--- src/hw/rtl/assert_macros.svh ---
// assertion helpers shared by the rtl
`ifndef ASSERT_MACROS_SVH
`define ASSERT_MACROS_SVH

// property holds at every edge outside reset
`define TSKS_ASSERT_ALWAYS(lbl, clk, rst, cond, msg) \
   lbl: assert property (@(posedge clk) disable iff (rst) (cond)) else $error(msg);

// antecedent implies consequent in the same cycle
`define TSKS_ASSERT_IMPLY(lbl, clk, rst, ante, cons, msg) \
   lbl: assert property (@(posedge clk) disable iff (rst) (ante) |-> (cons)) else $error(msg);

// antecedent implies consequent in the next cycle
`define TSKS_ASSERT_NEXT(lbl, clk, rst, ante, cons, msg) \
   lbl: assert property (@(posedge clk) disable iff (rst) (ante) |=> (cons)) else $error(msg);

`endif

--- src/hw/rtl/tsks_pkg.sv ---
`default_nettype none
package tsks_pkg;

   localparam int KEY_COUNT_DEFAULT = 256;
   localparam int KEY_BYTES_DEFAULT = 32;
   localparam int QUEUE_DEPTH = 2;

   localparam int TW_N = 312;
   localparam int TW_M = 156;
   localparam logic [63:0] TW_INIT_MULT = 64'd6364136223846793005;
   localparam logic [63:0] TW_MATRIX = 64'hB502_6F5A_A966_19E9;
   localparam logic [63:0] TW_UPPER_MASK = 64'hFFFF_FFFF_8000_0000;
   localparam logic [63:0] TW_LOWER_MASK = 64'h0000_0000_7FFF_FFFF;
   localparam logic [63:0] FMIX_C1 = 64'hff51_afd7_ed55_8ccd;
   localparam logic [63:0] FMIX_C2 = 64'hc4ce_b9fe_1a85_ec53;
   localparam logic [31:0] SLOT_SECONDS_RESET = 32'd30;

   localparam logic [1:0] KIND_INIT = 2'd0;
   localparam logic [1:0] KIND_QUERY = 2'd1;
   localparam logic [1:0] KIND_TOLERANT = 2'd2;

   localparam logic [1:0] ST_KEY = 2'd0;
   localparam logic [1:0] ST_NOT_READY = 2'd1;
   localparam logic [1:0] ST_INIT_DONE = 2'd2;

   localparam logic [1:0] WHICH_CUR = 2'd0;
   localparam logic [1:0] WHICH_PREV = 2'd1;
   localparam logic [1:0] WHICH_NEXT = 2'd2;

   typedef enum logic [1:0] {
      OP_INIT = 2'd0,
      OP_QUERY = 2'd1,
      OP_TOLERANT = 2'd2
   } op_type;

   typedef struct packed {
      logic valid;
      op_type op;
      logic [63:0] payload;
   } q_item_type;

   typedef struct packed {
      logic start;
      logic [63:0] a;
      logic [63:0] b;
   } mul_req_type;

   typedef struct packed {
      logic done;
      logic busy;
      logic [63:0] result;
   } mul_rsp_type;

   typedef struct packed {
      logic start;
      logic [63:0] dividend;
      logic [31:0] divisor;
   } div_req_type;

   typedef struct packed {
      logic done;
      logic busy;
      logic [63:0] quotient;
      logic [31:0] remainder;
   } div_rsp_type;

   function automatic logic [63:0] tw_temper(input logic [63:0] y);
      logic [63:0] t;
      t = y ^ ((y >> 29) & 64'h5555_5555_5555_5555);
      t = t ^ ((t << 17) & 64'h71D6_7FFF_EDA6_0000);
      t = t ^ ((t << 37) & 64'hFFF7_EEE0_0000_0000);
      t = t ^ (t >> 43);
      return t;
   endfunction

   function automatic logic [63:0] mix33(input logic [63:0] x);
      return x ^ (x >> 33);
   endfunction

   function automatic logic [63:0] mix62(input logic [63:0] x);
      return x ^ (x >> 62);
   endfunction

endpackage
`default_nettype wire

--- src/hw/rtl/tsks_front.sv ---
`default_nettype none
module tsks_front (
   input  wire logic                clock,
   input  wire logic                reset,
   input  wire logic                req_valid,
   output logic                     req_stall,
   input  wire logic [1:0]          req_kind,
   input  wire logic [63:0]         req_seed,
   input  wire logic [63:0]         req_timestamp,
   input  wire logic                pop,
   output tsks_pkg::q_item_type     head
);
   import tsks_pkg::*;

   localparam int PW = $clog2(QUEUE_DEPTH);
   localparam int CW = $clog2(QUEUE_DEPTH + 1);

   op_type op_ff [QUEUE_DEPTH];
   logic [63:0] payload_ff [QUEUE_DEPTH];
   logic [PW-1:0] wr_ptr_ff, wr_ptr_in;
   logic [PW-1:0] rd_ptr_ff, rd_ptr_in;
   logic [CW-1:0] count_ff, count_in;
   logic accept, push;
   op_type op_class;
   logic [63:0] payload_class;

   always_comb begin
      req_stall = count_ff == CW'(QUEUE_DEPTH);
      accept = req_valid && !req_stall;
      push = accept && (req_kind == KIND_INIT || req_kind == KIND_QUERY ||
                        req_kind == KIND_TOLERANT);
      case (req_kind)
         KIND_INIT: op_class = OP_INIT;
         KIND_QUERY: op_class = OP_QUERY;
         default: op_class = OP_TOLERANT;
      endcase
      payload_class = (req_kind == KIND_INIT) ? req_seed : req_timestamp;

      wr_ptr_in = wr_ptr_ff;
      rd_ptr_in = rd_ptr_ff;
      count_in = count_ff;
      if (push) begin
         wr_ptr_in = (wr_ptr_ff == PW'(QUEUE_DEPTH - 1)) ? '0 : wr_ptr_ff + PW'(1);
      end
      if (pop) begin
         rd_ptr_in = (rd_ptr_ff == PW'(QUEUE_DEPTH - 1)) ? '0 : rd_ptr_ff + PW'(1);
      end
      if (push && !pop) begin
         count_in = count_ff + CW'(1);
      end else if (pop && !push) begin
         count_in = count_ff - CW'(1);
      end
   end

   always_ff @(posedge clock) begin
      if (push) begin
         op_ff[wr_ptr_ff] <= op_class;
         payload_ff[wr_ptr_ff] <= payload_class;
      end
      if (reset) begin
         wr_ptr_ff <= '0;
         rd_ptr_ff <= '0;
         count_ff <= '0;
      end else begin
         wr_ptr_ff <= wr_ptr_in;
         rd_ptr_ff <= rd_ptr_in;
         count_ff <= count_in;
      end
   end

   assign head.valid = count_ff != '0;
   assign head.op = op_ff[rd_ptr_ff];
   assign head.payload = payload_ff[rd_ptr_ff];
endmodule
`default_nettype wire

--- config.mk ---
export PLATFORM = sky130hd
export DESIGN_NAME = tsks_front
export DESIGN_NICKNAME = d
export VERILOG_FILES = /design/src/hw/rtl/assert_macros.svh /design/src/hw/rtl/tsks_pkg.sv /design/src/hw/rtl/tsks_front.sv
export SDC_FILE = /design/constraint.sdc
export NUM_CORES = 1
export LEC_CHECK = 0
export BUFFER_PORTS_ARGS = -buffer_cell sky130_fd_sc_hd__buf_2
export CAP_MARGIN = 25
export CORE_MARGIN = 3
export CORE_UTILIZATION = 25
export CTS_CLUSTER_SIZE = 20
export DETAILED_ROUTE_END_ITERATION = 8
export GPL_ROUTABILITY_DRIVEN = 0
export PLACE_DENSITY = 0.53
export SYNTH_ARGS = -nofsm -noshare
export SYNTH_HDL_FRONTEND = slang
export SYNTH_SLANG_ARGS = --single-unit
--- constraint.sdc ---
create_clock -name clock -period 6.5 [get_ports clock]
set_clock_uncertainty 0.05 [all_clocks]
set_input_delay 0.65 -clock clock [delete_from_list [all_inputs] [get_ports clock]]
set_output_delay 0.65 -clock clock [all_outputs]
set_load 0.02 [all_outputs]
== Word-level counts from Yosys, hierarchy flattened ==
Memories as Yosys holds them, arrays and structs flattened. A register that Yosys moved wholly into a read port is not among the register bits.
Index checks and enable logic that the tools add are counted.

* Bits of input ports: 134
* Memories kept: 2
* Logic and storage cells: 36
* Output and inout port bits: 68
* Register bits after elaboration: 4
* Bits in writable memories: 132

* Reductions and logical operators: 12
* Add/sub/neg operators: 4
* Equal/unequal tests: 3
* Mux-type cells: 12

{| class="wikitable"
|+ Memory list
! memory !! depth !! width !! rd ports !! clocked after memory_dff !! write ports !! RTL line !! RTL
|-
| payload_ff || 2 || 64 || 1 || 1 || 1 || tsks_front.sv:19 || <nowiki>logic [63:0] payload_ff [QUEUE_DEPTH];</nowiki>
|-
| op_ff || 2 || 2 || 1 || 1 || 1 || tsks_front.sv:18 || <nowiki>op_type op_ff [QUEUE_DEPTH];</nowiki>
|}

{| class="wikitable"
|+ Operator list
! kind !! number
|-
| two-way mux 64 bit || 1
|-
| two-way mux 1 bit || 8
|-
| equality test 2 bit (second input constant) || 2
|-
| logical AND 1 bit || 4
|-
| two-way mux 2 bit || 2
|-
| case mux 2 bit (2 select lines) || 1
|-
| nonzero test 2 bit || 2
|-
| zero test 1 bit || 3
|-
| adder 1 bit (second input constant) || 2
|-
| adder 2 x 1 -> 2 bit (second input constant) || 1
|-
| equality test 2 x 1 -> 1 bit (second input constant) || 1
|-
| zero test 2 bit || 1
|-
| logical OR 1 bit || 2
|-
| subtractor 2 x 1 -> 2 bit (second input constant) || 1
|}

== Depth between registers and ports, before layout ==
* Depth after elaboration: 8
* Mapped depth: 6
* Gate-level depth less buffers: 6

== Least setup slack after synthesis ==
Ideal clock, no wire load.

* Kind: input -> register
* Start point: input port req_valid
* End point: memory op_ff[0][0] in the netlist's numbering, enable pin
* Buffers on the path: 0
* Setup slack: 2.021 ns
* Stages: 3
* Arrival time: 3.931 ns
* Data required time: 5.952 ns
* Setup time: 0.498 ns
* Cells stage by stage: inv_1 a211oi_2 nor2b_1

* Cells in the longest elaborated chain, start to end: 4

{| class="wikitable"
|+ Ends and longest elaborated chain
! item !! RTL line !! RTL
|-
| from (decl) || tsks_front.sv:5 || <nowiki>input wire logic req_valid,</nowiki>
|-
| logical AND 1 bit || tsks_front.sv:29 || <nowiki>accept = req_valid && !req_stall;</nowiki>
|-
| logical AND 1 bit || tsks_front.sv:30 || <nowiki>push = accept && (req_kind == KIND_INIT || req_kind == KIND_QUERY ||</nowiki>
|-
| two-way mux 1 bit || tsks_front.sv:56 || <nowiki>if (push) begin</nowiki>
|-
| two-way mux 1 bit (not written as such) || tsks_front.sv:57 || <nowiki>op_ff[wr_ptr_ff] <= op_class;</nowiki>
|-
| to (decl) || tsks_front.sv:18 ||
|}

Every way passes these cells.

==> out/results.env <==
SYNTH_TOP_FAMILY_BY_AREA='multiplexers'
SYNTHTOLAYOUTAREAGROWTH_PCT=30.8
PORT_BUFFER_COUNT=201
DETAILROUTE.WIRELENGTH.MET3_UM=854
CRIT_SLOWEST_CELL='dfxtp_4'
WORST-SLEW-PIN-TRANSITION_NS=0.954
NUMCTSBUFFERS=17
MAPPEDNETLISTNETS=438
ANTENNA_LEFT=0
PLACED_CELLS_INCL_TAPS=811
TIMING.CRITICAL_PATH.SLOWEST_CELL_DELAY_NS=0.96
VDD_DROP_MAX_mV=0.141
SYNTHESIZED_FLOP_AND_LATCH_TOTAL=137
SYNTHESIS.AREA_UM2=6080
TIMING.SLEW.HEADROOM_PCT=36.4
WORSTREG2REGEND='op_ff[0][0]'
FINAL_CELL_COUNT_NO_FILL=845
MAX_FREQ_GHz=0.370
MAXUSEDROUTINGLAYER='met5'
MAXIMUM_NUMBER_OF_PINS_ON_ONE_NET_BEFORE_GLOBAL_ROUTE_REPAIR=67
CRIT_CHAIN='mux2_2 -> buf_2'
SYN-INSTANCE-COUNT=303
WORST_HOLD_PATH.NUM_CELLS=2
SYNTH_MUX_AREA_SHARE_PCT=28.0
SYN_AREA_PER_CELL_UM2=20.1
SYNTH_COMPOUND_GATE_AREA_SHARE_PCT=0.370
SYNTH_WARNINGS=0
GRT_ANTENNA_BEFORE_REPAIR=3
SYNTH_FF_TYPE='edfxtp_1'
SYNTHDISTINCTLIBCELLS=23
CRIT_FAMILY='flip-flops'
WORST-PATH-BUF-INV=1
FIN_CRIT_SH_PCT=41.6
SYNTH-EDFF-COUNT=132
GRT_SETUP_UNREPAIRED='false'
NETS=647
DETAILROUTE.WIRELENGTH.MET2_UM=6060
FINALSETUPTNS_NS=0
CTS_POST_SETUP_BUFFERS_INSERTED=0
FINAL_LAYOUT_SIZE_SUFFIX_GT1_SHARE_PCT=70.1
LAYOUT_SETUP_WS_NS=3.79
DIE_Y_UM=162
ROUTED_VIA_DENSITY=3.99
HOLD_VIOL_FINAL=0
WORSTPATHARRIVAL_NS=2.01
POST_CTS.RESIZED_INSTANCES=0
WORST_SKEW_PAIR_LATER_PIN_LATENCY_NS=0.41
FINAL_MAX_SLEW_VIOL_COUNT=0
CORE_ROWS=56
PLACE_WORST_SETUP_SLACK_NS=3.33
POSTLAYOUTCOREUTIL_PCT=33.6
LEAKAGEPOWER_nW=3.16
CTS.HOLD.BUFFERS_ADDED=0
FINALWIRELENGTH_UM=12400
DRT-WIRELENGTH-PER-CELL_UM=14.7
DRC=0
SYNTH-SIMPLE-AREA-SHARE_PCT=1.32
CLOCK_TREE_ROOT_BUFFER_CELL='clkbuf_16'
DP_HPWL_UM=8470
OUTCOME='complete, no violations'
GRTUSAGETOTAL_PCT=9.36
DRT-MET1-WL_UM=5300
SYNTH-XOR-AREA-SHARE_PCT=0.432
FP.DIEAREA_UM2=26200
INITIALDRTVIOLATIONCOUNT=109
CTS_BUFFER_DEPTH=2
R2R_START='count_ff[0]'
CTS_MAX_LEVEL=4
LAYOUT_MIN_CYCLE_TIME_NS=2.71
START_KIND='flop'
INITIAL_UTILIZATION_PCT=25.7
MAXCAPVIOLCOUNT=0
CRITICALPATHCATEGORY='reg2out'
TIMING.CRITICAL_PATH.REQUIRED_NS=5.80
DIEWIDTH_UM=162
CORE_AREA_UM2=23700
POWER_DENSITY_nW_PER_UM2=307
SHARE_OF_FLIP_FLOPS_WITH_AN_ASYNCHRONOUS_SET_OR_RESET_PCT=0
NUMBER_OF_CELLS_TRAVERSED_BY_THE_WORST_REGISTER_TO_REGISTER_PATH=5
TOTAL_POWER_mW=2.44
HOLD_PATH_CLASS='in2reg'
SYNTHADDERAREAFRAC_PCT=0.206
CRITICAL_PATH.MAX_FANOUT=66
FINAL.FILL_COUNT=2396
GRT_PASS1_WL_UM=18900
DETAILEDROUTE.FIRSTPASSITERATIONCOUNT=4
TRITONCTS_CLOCK_TREE='built'
GLOBAL_ROUTE.OVERFLOW_TOTAL=0
WORST_HOLD_STARTPOINT='reset'
CLKTRANSATPATHREGS_NS=0.06
SETUP.WORST_PATH.END_CLASS='primary output'
SETUP.REG_TO_REG.WORST_SLACK_NS=4.28
VIAS_AFTER_DETAILED_ROUTING=3374
SYNTH_SEQUENTIAL_AREA_RATIO_PCT=66.8
GRT_PASS1_VIAS=3692
TRITONCTS_NUM_SINKS=137
SETUP_VIOL=0
NUM_IO_PINS=202
## metrics by stage
stage	cell area [um^2]	hold WS, ns
floorplan	6080	0.406
detailed placement	7350	0.456
CTS	7940	0.401
global route	7960	0.407
global placement	7350	0.425
finish	7960	0.427
## placed cells by master (no fill, tap or decap), types with 2 or more instances in the layout
master	instances
mux2_1	5
xor2_1	2
mux2_4	60
clkinv_2	2
nor2_1	4
clkinvlp_4	3
inv_1	2
clkbuf_16	17
mux2_2	66
buf_4	2
dfxtp_1	4
edfxtp_1	132
inv_6	7
bufinv_16	2
nor2b_1	2
buf_2	201
## flip-flops by register name (all words and copies together), names as in the netlist, named ones only
name	flops
wr_ptr_ff	1
op_ff	4
count_ff	2
rd_ptr_ff	1
payload_ff	128
## logic make-up (layout without fill, tap and decap cells)
family,Yosys count,count (layout)
compound gates,3,3
xor+xnor,3,3
fa+ha+maj,1,1
buf+inv,16,238
flops,137,137
mux,131,131
other cells,0,1
simple gates,12,12
## report_power, final
part | leakage (nW) | internal [mW] | switching [mW] | total (mW)
Sequential | 1.26 | 1.06 | 0.0335 | 1.10
Clock | 0.282 | 0.572 | 0.385 | 0.957
Combinational | 1.61 | 0.182 | 0.208 | 0.390
## cells in the mapped netlist (2+ instances only)
cell type	number	area, um^2
buf_12	6	120
buf_2	3	15.0
buf_4	4	30.0
dfxtp_1	5	100
edfxtp_1	132	3960
inv_1	2	7.51
mux2_1	5	56.3
mux2_2	66	743
mux2_4	60	901
nor2_1	4	15.0
nor2b_1	3	18.8
xor2_1	2	17.5
## worst max-delay path by stage
| stage | start | to | slack, ns | depth (start not counted) |
|---|---|---|---|---|
| detailed placement | req_kind[0] | payload_ff[0][5] | 3.33 | 4 |
| finish | flop | head[45] | 3.79 | 2 |
| global placement | req_kind[0] | payload_ff[0][5] | 3.38 | 4 |
| floorplan | req_valid | op_ff[0][0] | 2.02 | 3 |
| global route | flop | head[45] | 3.61 | 2 |
| CTS | flop | head[45] | 3.68 | 2 |
## layer usage
metal / up-vias / global-route usage, %
met2: 125 / 15.7
met5: - / 0
li1: 1600 / -
met3: 15 / 3.85
met4: 2 / 3.30
met1: 1632 / 10.8
## layout make-up
class	instances	area [um^2]	area share (%)
Antenna cell	1	2.50	0.0314
Clock buffer	17	425	5.35
Clock inverter	15	163	2.04
Inverter	2	7.51	0.0943
Multi-Input combinational cell	150	1850	23.3
Sequential cell	137	4070	51.1
Tap cell	319	399	5.02
Timing Repair Buffer	204	1040	13.1
No activity file was read; power rests on OpenSTA's default activity.
